$ cat config.mk
export PLATFORM = sky130hd
export DESIGN_NAME = unit_slot_binder
export DESIGN_NICKNAME = d
export VERILOG_FILES = /design/src/rtl/core/usb_pkg.sv /design/src/rtl/core/unit_slot_binder.sv /design/src/rtl/core/usb_cell.sv
export SDC_FILE = /design/constraint.sdc
export NUM_CORES = 1
export LEC_CHECK = 0
export BUFFER_PORTS_ARGS = -buffer_cell sky130_fd_sc_hd__buf_2
export CAP_MARGIN = 5
export CORE_MARGIN = 2
export CORE_UTILIZATION = 59
export CTS_BUF_LIST = sky130_fd_sc_hd__clkbuf_4 sky130_fd_sc_hd__clkbuf_8
export DETAILED_ROUTE_END_ITERATION = 12
export MAX_ROUTING_LAYER = met4
export PLACE_DENSITY_LB_ADDON = 0.08
export SLEW_MARGIN = 10
export SYNTH_ARGS = -nofsm -noshare
export SYNTH_HDL_FRONTEND = slang
export SYNTH_SLANG_ARGS = --single-unit
$ cat constraint.sdc
create_clock -name i_clk -period 4.6 [get_ports i_clk]
set_input_delay 0.23 -clock i_clk [delete_from_list [all_inputs] [get_ports i_clk]]
set_output_delay 0.23 -clock i_clk [all_outputs]
set_load 0.005 [all_outputs]
$ cat src/rtl/core/usb_pkg.sv
package usb_pkg;

    localparam int SLOTS_DEF  = 16;
    localparam int ID_W       = 32;
    localparam int CFG_W      = 5;
    localparam int IDX_W      = 5;   // covers any slot number up to 31
    localparam int CNT_W      = 6;   // holds a count up to 32
    localparam int PTR_W      = 5;
    localparam int SLOT_OUT_W = 4;
    localparam int OUTCOME_W  = 2;

    localparam logic [CFG_W-1:0] SLOTS_RST = CFG_W'(16);

    localparam logic [OUTCOME_W-1:0] OUTCOME_HIT     = 2'd0;
    localparam logic [OUTCOME_W-1:0] OUTCOME_FILL    = 2'd1;
    localparam logic [OUTCOME_W-1:0] OUTCOME_REPLACE = 2'd2;

    // priority state rippling from slot 0 upward: first hit, first empty
    typedef struct packed {
        logic             hit;
        logic [IDX_W-1:0] hit_idx;
        logic             empty;
        logic [IDX_W-1:0] empty_idx;
    } t_chain;

    typedef struct packed {
        logic             en;
        logic [IDX_W-1:0] idx;
    } t_write;

endpackage

$ cat src/rtl/core/unit_slot_binder.sv
// Slot binder: maps 32-bit object ids onto a fully associative table of SLOTS
// unit slots, one cell per slot.
// Request channel: start/busy. A beat is taken on a rising edge with start
// high and busy low; busy is high for the one cycle the request is resolved.
// Result: o_done strobes for exactly one cycle with o_slot_index/o_outcome
// (0 hit, 1 filled an empty slot, 2 replaced the round-robin victim). The
// receiver cannot stall; every result must be taken in its strobe cycle.
// Result path: busy is registered at the accepting edge and o_done is
// registered from busy. A new request is not taken while busy is high: the
// request register is followed by the commit cycle in which the hit/empty
// ripple through the cell row resolves and the chosen cell is written.
// Config: i_cfg_valid/o_cfg_ready carries slots_in_use; ready is low while a
// request is in flight. Zero acts as 1, values above SLOTS act as SLOTS.
// Reset: all slots empty, victim pointer zero, slots_in_use = 16, no
// request pending.
module unit_slot_binder #(
    parameter int SLOTS = usb_pkg::SLOTS_DEF
) (
    input  logic                              i_clk,
    input  logic                              i_rst_n,
    input  logic                              start,
    output logic                              busy,
    input  logic [usb_pkg::ID_W-1:0]          i_object_id,
    output logic                              o_done,
    output logic [usb_pkg::SLOT_OUT_W-1:0]    o_slot_index,
    output logic [usb_pkg::OUTCOME_W-1:0]     o_outcome,
    input  logic                              i_cfg_valid,
    output logic                              o_cfg_ready,
    input  logic [usb_pkg::CFG_W-1:0]         i_cfg_slots_in_use
);

    localparam logic [usb_pkg::CNT_W-1:0] SLOTS_CNT = usb_pkg::CNT_W'(SLOTS);

    logic                              r_pend;
    logic [usb_pkg::ID_W-1:0]          r_req_id;
    logic [usb_pkg::CFG_W-1:0]         r_slots;
    logic [usb_pkg::PTR_W-1:0]         r_victim;
    logic [usb_pkg::PTR_W-1:0]         n_victim;
    logic                              r_done;
    logic [usb_pkg::SLOT_OUT_W-1:0]    r_slot_index;
    logic [usb_pkg::OUTCOME_W-1:0]     r_outcome;

    logic [usb_pkg::CNT_W-1:0]         raw_count;
    logic [usb_pkg::CNT_W-1:0]         count;
    logic [usb_pkg::PTR_W-1:0]         victim_eff;
    logic [usb_pkg::IDX_W-1:0]         sel_idx;
    logic [usb_pkg::OUTCOME_W-1:0]     sel_outcome;
    usb_pkg::t_chain                   chain [SLOTS+1];
    usb_pkg::t_chain                   last;
    usb_pkg::t_write                   wr;

    assign busy        = r_pend;
    assign o_cfg_ready = !r_pend;
    assign o_done       = r_done;
    assign o_slot_index = r_slot_index;
    assign o_outcome    = r_outcome;

    assign raw_count = usb_pkg::CNT_W'(r_slots);

    always_comb begin
        priority if (raw_count == '0) begin
            count = usb_pkg::CNT_W'(1);
        end else if (raw_count > SLOTS_CNT) begin
            count = SLOTS_CNT;
        end else begin
            count = raw_count;
        end
    end

    assign chain[0] = '0;

    for (genvar g = 0; g < SLOTS; g++) begin : g_cell
        usb_cell #(
            .IDX (g)
        ) u_cell (
            .i_clk    (i_clk),
            .i_rst_n  (i_rst_n),
            .i_req_id (r_req_id),
            .i_count  (count),
            .i_write  (wr),
            .i_chain  (chain[g]),
            .o_chain  (chain[g+1])
        );
    end

    assign last = chain[SLOTS];

    // pointer past the active range restarts at slot 0
    assign victim_eff = ({1'b0, r_victim} >= count) ? '0 : r_victim;

    always_comb begin
        n_victim = r_victim;
        priority if (last.hit) begin
            sel_idx     = last.hit_idx;
            sel_outcome = usb_pkg::OUTCOME_HIT;
        end else if (last.empty) begin
            sel_idx     = last.empty_idx;
            sel_outcome = usb_pkg::OUTCOME_FILL;
        end else begin
            sel_idx     = usb_pkg::IDX_W'(victim_eff);
            sel_outcome = usb_pkg::OUTCOME_REPLACE;
            if (r_pend) begin
                n_victim = victim_eff + usb_pkg::PTR_W'(1);
            end
        end
    end

    assign wr.en  = r_pend && !last.hit;
    assign wr.idx = sel_idx;

    always_ff @(posedge i_clk) begin
        if (!i_rst_n) begin
            r_pend   <= 1'b0;
            r_done   <= 1'b0;
            r_victim <= '0;
            r_slots  <= usb_pkg::SLOTS_RST;
        end else begin
            r_pend   <= start && !r_pend;
            r_done   <= r_pend;
            r_victim <= n_victim;
            if (i_cfg_valid && o_cfg_ready) begin
                r_slots <= i_cfg_slots_in_use;
            end
        end
    end

    always_ff @(posedge i_clk) begin
        if (start && !r_pend) begin
            r_req_id <= i_object_id;
        end
        if (r_pend) begin
            r_slot_index <= sel_idx[usb_pkg::SLOT_OUT_W-1:0];
            r_outcome    <= sel_outcome;
        end
    end

`ifndef SYNTHESIS
    a_accept_then_strobe: assert property (@(posedge i_clk) disable iff (!i_rst_n)
        (start && !busy) |=> ##1 o_done)
        else $error("result strobe missing after accepted request");

    a_strobe_has_request: assert property (@(posedge i_clk) disable iff (!i_rst_n)
        o_done |-> $past(busy))
        else $error("result strobe without a request in flight");

    a_victim_only_on_replace: assert property (@(posedge i_clk) disable iff (!i_rst_n)
        (o_done && o_outcome != usb_pkg::OUTCOME_REPLACE) |-> r_victim == $past(r_victim))
        else $error("victim pointer moved without a replacement");

    a_outcome_code: assert property (@(posedge i_clk) disable iff (!i_rst_n)
        o_done |-> (o_outcome == usb_pkg::OUTCOME_HIT || o_outcome == usb_pkg::OUTCOME_FILL
                    || o_outcome == usb_pkg::OUTCOME_REPLACE))
        else $error("illegal outcome code");
`endif

endmodule

$ cat src/rtl/core/usb_cell.sv
module usb_cell #(
    parameter int IDX = 0
) (
    input  logic                        i_clk,
    input  logic                        i_rst_n,
    input  logic [usb_pkg::ID_W-1:0]    i_req_id,
    input  logic [usb_pkg::CNT_W-1:0]   i_count,
    input  usb_pkg::t_write             i_write,
    input  usb_pkg::t_chain             i_chain,
    output usb_pkg::t_chain             o_chain
);

    localparam logic [usb_pkg::IDX_W-1:0] MY_IDX = usb_pkg::IDX_W'(IDX);

    logic [usb_pkg::ID_W-1:0] r_id;
    logic                     r_valid;
    logic                     active;
    logic                     hit_here;
    logic                     empty_here;
    logic                     wr_here;

    assign active     = {1'b0, MY_IDX} < i_count;
    assign hit_here   = active && r_valid && (r_id == i_req_id);
    assign empty_here = active && !r_valid;
    assign wr_here    = i_write.en && (i_write.idx == MY_IDX);

    always_comb begin
        o_chain = i_chain;
        if (!i_chain.hit && hit_here) begin
            o_chain.hit     = 1'b1;
            o_chain.hit_idx = MY_IDX;
        end
        if (!i_chain.empty && empty_here) begin
            o_chain.empty     = 1'b1;
            o_chain.empty_idx = MY_IDX;
        end
    end

    always_ff @(posedge i_clk) begin
        if (!i_rst_n) begin
            r_valid <= 1'b0;
        end else if (wr_here) begin
            r_valid <= 1'b1;
        end
    end

    always_ff @(posedge i_clk) begin
        if (wr_here) begin
            r_id <= i_req_id;
        end
    end

endmodule
Word level (Yosys, flattened, before mapping)
Cells that the tools add are included.

word-level totals
  register bits = 578
  input bits = 41
  logic and storage cells = 277
  output and inout bits = 9

cells by class
  magnitude comparators = 18
  muxes and demuxes = 38
  $add $sub $neg = 1
  equality and inequality tests = 31
  bitwise gates (word level) = 2
  reduce and logical (&&, ||, !) cells = 148

operators with widths
  kind                                                  number
  equality test 32 bit                                  16
  two-way mux 6 bit                                     32
  logical AND 1 bit                                     97
  zero test 1 bit                                       48
  equality test 5 x 4 -> 1 bit (second input constant)  8
  < comparator 4 x 5 -> 1 bit (first input constant)    8
  two-way mux 5 bit                                     5
  equality test 5 x 3 -> 1 bit (second input constant)  4
  < comparator 3 x 5 -> 1 bit (first input constant)    4
  equality test 5 x 2 -> 1 bit (second input constant)  2
  < comparator 1 x 5 -> 1 bit (first input constant)    2
  < comparator 2 x 5 -> 1 bit (first input constant)    2
  >= comparator 5 x 6 -> 1 bit                          1
  zero test 6 bit                                       1
  adder 5 x 1 -> 5 bit (second input constant)          1
  equality test 5 x 1 -> 1 bit (second input constant)  1
  > comparator 5 bit (second input constant)            1
  zero test 5 bit                                       1
  AND reduction 3 bit                                   1
  two-way mux 2 bit                                     1
  inverter 1 bit                                        2

Logic depth before layout (Yosys ltp)
  depth in word-level cells = 55
  mapped depth = 16
  mapped depth without buffers = 14

Hierarchy
Synthesis repeated with hierarchy kept, for this count alone.

second synthesis, totals
  cells, all modules = 1868
  area, all modules = 26755.7 µm²

modules (own cells, without submodules)
  module                         times used  sequential area each (µm²)  cells an instance  area each (µm²)
  unit_slot_binder               1           1381.3                      147                2004.4
  usb_cell at g_cell[9].u_cell   1           980.9                       107                1600.3
  usb_cell at g_cell[11].u_cell  1           980.9                       111                1590.3
  usb_cell at g_cell[14].u_cell  1           980.9                       113                1585.3
  usb_cell at g_cell[7].u_cell   1           980.9                       108                1572.8
  usb_cell at g_cell[0].u_cell   1           980.9                       113                1570.3
  usb_cell at g_cell[2].u_cell   1           980.9                       103                1547.7
  usb_cell at g_cell[4].u_cell   1           980.9                       113                1546.5
  usb_cell at g_cell[6].u_cell   1           980.9                       106                1545.2
  usb_cell at g_cell[10].u_cell  1           980.9                       111                1541.5
  usb_cell at g_cell[12].u_cell  1           980.9                       102                1540.2
  usb_cell at g_cell[3].u_cell   1           980.9                       112                1540.2
  usb_cell at g_cell[5].u_cell   1           980.9                       97                 1539.0
  usb_cell at g_cell[1].u_cell   1           980.9                       110                1527.7
  +3 rows                        --          --                          --                 --

Least setup slack after synthesis
Ideal clock, no wire load.

  path type = register to register
  start = register r_req_id[26] (netlist name)
  end = register g_cell[3].u_cell.r_id[0] (netlist name) (enable)
  setup time = 421 ps
  clock period less this slack = 4739 ps
  data required time = 4179 ps
  cell stages (with the launch flop) = 12
  setup slack = -139 ps
  arrival = 4318 ps
  cells stage by stage = edfxtp_1 -> buf_6 -> xor2_1 -> nand4b_1 -> or4_1 -> or4_1 -> and2_0 -> o2111ai_2 -> a21oi_2 -> nor3_4 -> a21bo_4 -> nor2_1

on the way
  longest elaborated chain between the ends = 51
  elaborated cells on any way between the ends = 83

RTL lines
  what                                                                      RTL line                                         source
  from (decl)                                                               unit_slot_binder.sv:35                           logic [usb_pkg::ID_W-1:0] r_req_id;
  from (signal assigned)                                                    unit_slot_binder.sv:129                          r_req_id <= i_object_id;
  equality test 32 bit                                                      usb_cell.sv:23                                   assign hit_here = active && r_valid && (r_id == i_req_id);
  logical AND 1 bit                                                         usb_cell.sv:23
  two-way mux 6 bit                                                         usb_cell.sv:29                                   if (!i_chain.hit && hit_here) begin
  zero test 1 bit                                                           usb_cell.sv:29
  logical AND 1 bit                                                         usb_cell.sv:29
  two-way mux 6 bit                                                         usb_cell.sv:29
  zero test 1 bit                                                           usb_cell.sv:29
  logical AND 1 bit                                                         usb_cell.sv:29
  [36 not listed]                                                           --
  two-way mux 6 bit                                                         usb_cell.sv:29
  zero test 1 bit                                                           usb_cell.sv:29
  logical AND 1 bit                                                         usb_cell.sv:29
  two-way mux 6 bit *                                                       usb_cell.sv:29
  two-way mux 5 bit / zero test 1 bit (equally long branches)               unit_slot_binder.sv:93, unit_slot_binder.sv:108
  equality test 5 x 2 -> 1 bit / logical AND 1 bit (equally long branches)  usb_cell.sv:25, unit_slot_binder.sv:108
  logical AND 1 bit *                                                       usb_cell.sv:25                                   assign wr_here = i_write.en && (i_write.idx == MY_IDX);
  named net g_cell[3].u_cell.wr_here                                        usb_cell.sv:20                                   logic wr_here;
  to (signal assigned)                                                      usb_cell.sv:49                                   r_id <= i_req_id;
  to (decl)                                                                 usb_cell.sv:15                                   logic [usb_pkg::ID_W-1:0] r_id;

Mark *: on every way through the listed nets, which the timed path passes. The rest lies on a longest branch.
A chain may end at the register's enable or synchronous reset.

Worst setup path in the final report
  start = register r_slots[0] (netlist name)
  end = register g_cell[4].u_cell.r_id[19] (netlist name) (enable)

on the way
  longest elaborated chain between the ends = 55
  elaborated cells on any way between the ends = 168

RTL lines
  what                                                                      RTL line                                         source
  from (decl)                                                               unit_slot_binder.sv:36                           logic [usb_pkg::CFG_W-1:0] r_slots;
  from (signal assigned)                                                    unit_slot_binder.sv:116                          r_slots <= usb_pkg::SLOTS_RST;
  from (signal assigned)                                                    unit_slot_binder.sv:122                          r_slots <= i_cfg_slots_in_use;
  > comparator 5 bit                                                        unit_slot_binder.sv:63                           end else if (raw_count > SLOTS_CNT) begin
  two-way mux 5 bit                                                         unit_slot_binder.sv:63
  two-way mux 5 bit *                                                       unit_slot_binder.sv:61                           priority if (raw_count == '0) begin
  < comparator 1 x 5 -> 1 bit                                               usb_cell.sv:22                                   assign active = {1'b0, MY_IDX} < i_count;
  logical AND 1 bit (on tied branches)                                      usb_cell.sv:24, usb_cell.sv:23
  two-way mux 6 bit / logical AND 1 bit (equally long branches)             usb_cell.sv:33, usb_cell.sv:23
  zero test 1 bit / two-way mux 6 bit (equally long branches)               usb_cell.sv:33, usb_cell.sv:29
  logical AND 1 bit / zero test 1 bit (equally long branches)               usb_cell.sv:33, usb_cell.sv:29
  [40 not listed]                                                           --
  zero test 1 bit / two-way mux 6 bit (equally long branches)               usb_cell.sv:33, usb_cell.sv:29
  logical AND 1 bit / zero test 1 bit (equally long branches)               usb_cell.sv:33, usb_cell.sv:29
  two-way mux 6 bit / logical AND 1 bit (equally long branches)             usb_cell.sv:33, usb_cell.sv:29
  two-way mux 5 bit / two-way mux 6 bit (equally long branches)             unit_slot_binder.sv:96, usb_cell.sv:29
  two-way mux 5 bit / zero test 1 bit (equally long branches)               unit_slot_binder.sv:93, unit_slot_binder.sv:108
  equality test 5 x 3 -> 1 bit / logical AND 1 bit (equally long branches)  usb_cell.sv:25, unit_slot_binder.sv:108
  logical AND 1 bit *                                                       usb_cell.sv:25
  named net g_cell[4].u_cell.wr_here                                        usb_cell.sv:20
  to (signal assigned)                                                      usb_cell.sv:49
  to (decl)                                                                 usb_cell.sv:15

Marked as above.

==> impl_results.md <==
* Worst-path maximum fanout at 32
* Die W at 216 um
* Die Ht at ~220 um
* Layout cells sized above 1 at 0.170
* Seq/Total Area, Yosys at 0.646
* Synth unique cells at 80
* N_diodes at 0
* CP Launch Type: register
* PD cells at 368 nW/um2
* Clock buffer depth at 3
* Hold depth at 4
* Slew HR at 0.358
* Starting DRC count in detailed routing at around 1800
* Final Hold Fails at 0
* Starting Density at 0.597
* GPL Wtd Cong at between 0.9 and 1
* Setup violators final at 0
* Overflow after GRT at 0
* Synth Flop Type: edfxtp_1
* Min-delay worst type: in2reg
* Synthesized cell area at approximately 26000 um2
* Fin. max-slew vios at 0
* Ports at 50
* Avg Cell Area, Syn at about 14 um2
* Clk slew on worst S/H paths at 0.06 ns
* DIE AREA at between 40000 and 50000 um2
* CP endpoint kind: register
* Post-Syn Nets at 1916
* Clk root buf: clkbuf_8
* Mapped Cells at 1869
* DRC Markers at 0
* # fillers at 3092
* Worst EP arrival at 4.73 ns
* Max Fclk at 0.229 GHz
* R2R cell count at 12
* Area Overhead vs Synth at 15.5%
* Crit Path Class: reg2reg
* Yosys reg bits at around 580
* Global-route wire length before repair at 106000 um
* PortBufs at 49
* Layout Skew at 0.0364 ns
* Initial antenna violation count at 1
* Placed instance count at ~2600
* Vias in the first global route at 16800
* Reg area at approximately 17000 um2
* Non-Filler Instances at 2765
* Period utilisation layout at 0.948
* GRT Resource Usage Total at 0.322
* RSZ-0062 raised after global routing: no
* Asr flop ratio synth at 0
* Ys Warns at 0
* Wirelength, routed at 71700 um
* CTS sink cnt at 578
* Maximum VDD drop at 0.293 mV
* Post-synth EDFFs at 550
* Status: complete, no violations
* FP Rows at 77
* TritonCTS buffer count at 94
* Worst EP required at 4.97 ns
* Via Count at between 15000 and 20000
* Clock latency on the worst-skew pair at 0.69 ns
* Pre-CTS WS at -0.105 ns
* ANT nets after route at 0
* Worst Tran Pin Value at between 0.9 and 1 ns
* # nets final at between 2000 and 2500
* Largest net degree at the start of global routing at 36
* Final min period at 4.36 ns
* Drt wl/cell at around 26 um
* H-tree depth at 3
* Core ar. at ~44000 um2
* CTS tree: built
* Vias per cell at between 6 and 7
* Power Total at 11.2 mW
* Placed wire-length estimate at approximately 48000 um
* Drt pass-1 iters at 5
* PnR worst setup slack at between 0.2 and 0.25 ns
* Max-cap violation count at 0
* Static Leak at between 10 and 15 nW
* Multi-input gate area at ~8700 um2
Yosys cell counts, types with 19 or more instances:
cell type  count  area (um2)
buf_4         46         345
buf_6         19         214
dfxtp_1       28         561
edfxtp_1     550       16500
inv_1         29         109
nand2_1       58         218
nand2b_1      19         119
nand3_1       39         195
nand4_1       73         457
nor2_1        86         323
nor2b_1       25         156
nor3_1        24         120
nor4_1       145         907
or4_1         19         143
xnor2_1      133        1160
xor2_1       367        3210
through the flow:
stage	hold slack, ns	cell area [um2]	util	TNS [ns]
finish	0.195	30500	0.690	0
global route	0.161	30500	0.690	0
CTS	0.138	30500	0.689	0
detailed placement	0.408	28200	0.638	-15.20
global placement	0.406	28200	0.638	0
floorplan	0.329	26400	-	-44.37
where the power goes:
group          switching (mW)  leakage (nW)  internal, mW
logic                   0.580          3.97         0.316
clock network            2.01          1.00          2.46
registers              0.0520          5.20          5.82
kinds of logic after synthesis:
kind of cell,share of synthesized area
XOR/XNOR,0.166
AO/OA/AOI/OAI,0.0314
AND/OR/NAND/NOR,0.125
flip-flops,0.646
buffers and inverters,0.0275
multiplexers,0.00152
adder cells (fa/ha/maj),0.00284
registers in the layout, summed over array words and instances, names as in the netlist:
signal,cells
o_done,1
r_req_id,32
busy,1
r_slots,5
o_outcome,2
g_cell.u_cell.r_id,512
r_victim,5
o_slot_index,4
g_cell.u_cell.r_valid,16
metal layers:
layer  GRT usage  part of all wire  vias up
met4      0.0972             0.026        0
met5           -                 0        -
li1            -                 -     7480
met1       0.432              0.42     8511
met3      0.0662             0.078      139
met2       0.498              0.47      745
layout make-up:
cell class | instances | share of cell area
inverters | 31 | 0.00381
multi-input cells | 1184 | 0.284
repair buffers | 209 | 0.0670
flip-flops and latches | 578 | 0.559
well taps | 592 | 0.0243
clock buffers | 141 | 0.0556
clock inverters | 30 | 0.00607
worst paths after layout:
kind                        startpoint                        end  slack [ns]
max                         r_slots[0]  g_cell[4].u_cell.r_id[19]        0.24
min                        i_cfg_valid                 r_slots[0]        0.19
max reg2reg                 r_slots[0]  g_cell[4].u_cell.r_id[19]        0.24
min reg2reg  g_cell[15].u_cell.r_valid  g_cell[15].u_cell.r_valid        0.52
placed cells by master, fill, tap and decap left out, drive strengths merged, types with 14 or more instances in the layout:
cell type,n
nand2,58
dlygate4sd3,39
o21ai,25
xnor2,133
dfxtp,28
nand4,73
nor2,86
nand3,41
nand4b,14
buf,170
nor2b,25
xor2,367
nor3,25
nor4,146
clkbuf,141
nand2b,19
or4,20
inv,32
edfxtp,550
a21oi,14
clkinv,26
timing repair:
| action | CTS | global route |
|---|---|---|
| gates cloned | 0 | 0 |
| endpoints found under the hold margin | 47 | 0 |
| buffers inserted | 0 | 4 |
| hold buffers | 39 | 0 |
| endpoints found under the setup margin | 256 | 70 |
| pin swaps | 0 | 0 |
| resized for setup | 1 | 1 |
worst max-delay path: stages, from the launching register on:
cell	delay, ns
dfxtp_1	0.45
nor4_1	0.72
nor4_1	0.18
buf_4	0.18
nand4b_1	0.07
or4_1	0.17
nand4_1	0.29
nor4_1	0.66
nand3_1	0.24
o21ba_2	0.32
nand3_2	0.26
nor2_2	0.26
buf_12	0.23
(Power assumes the default switching activity.)
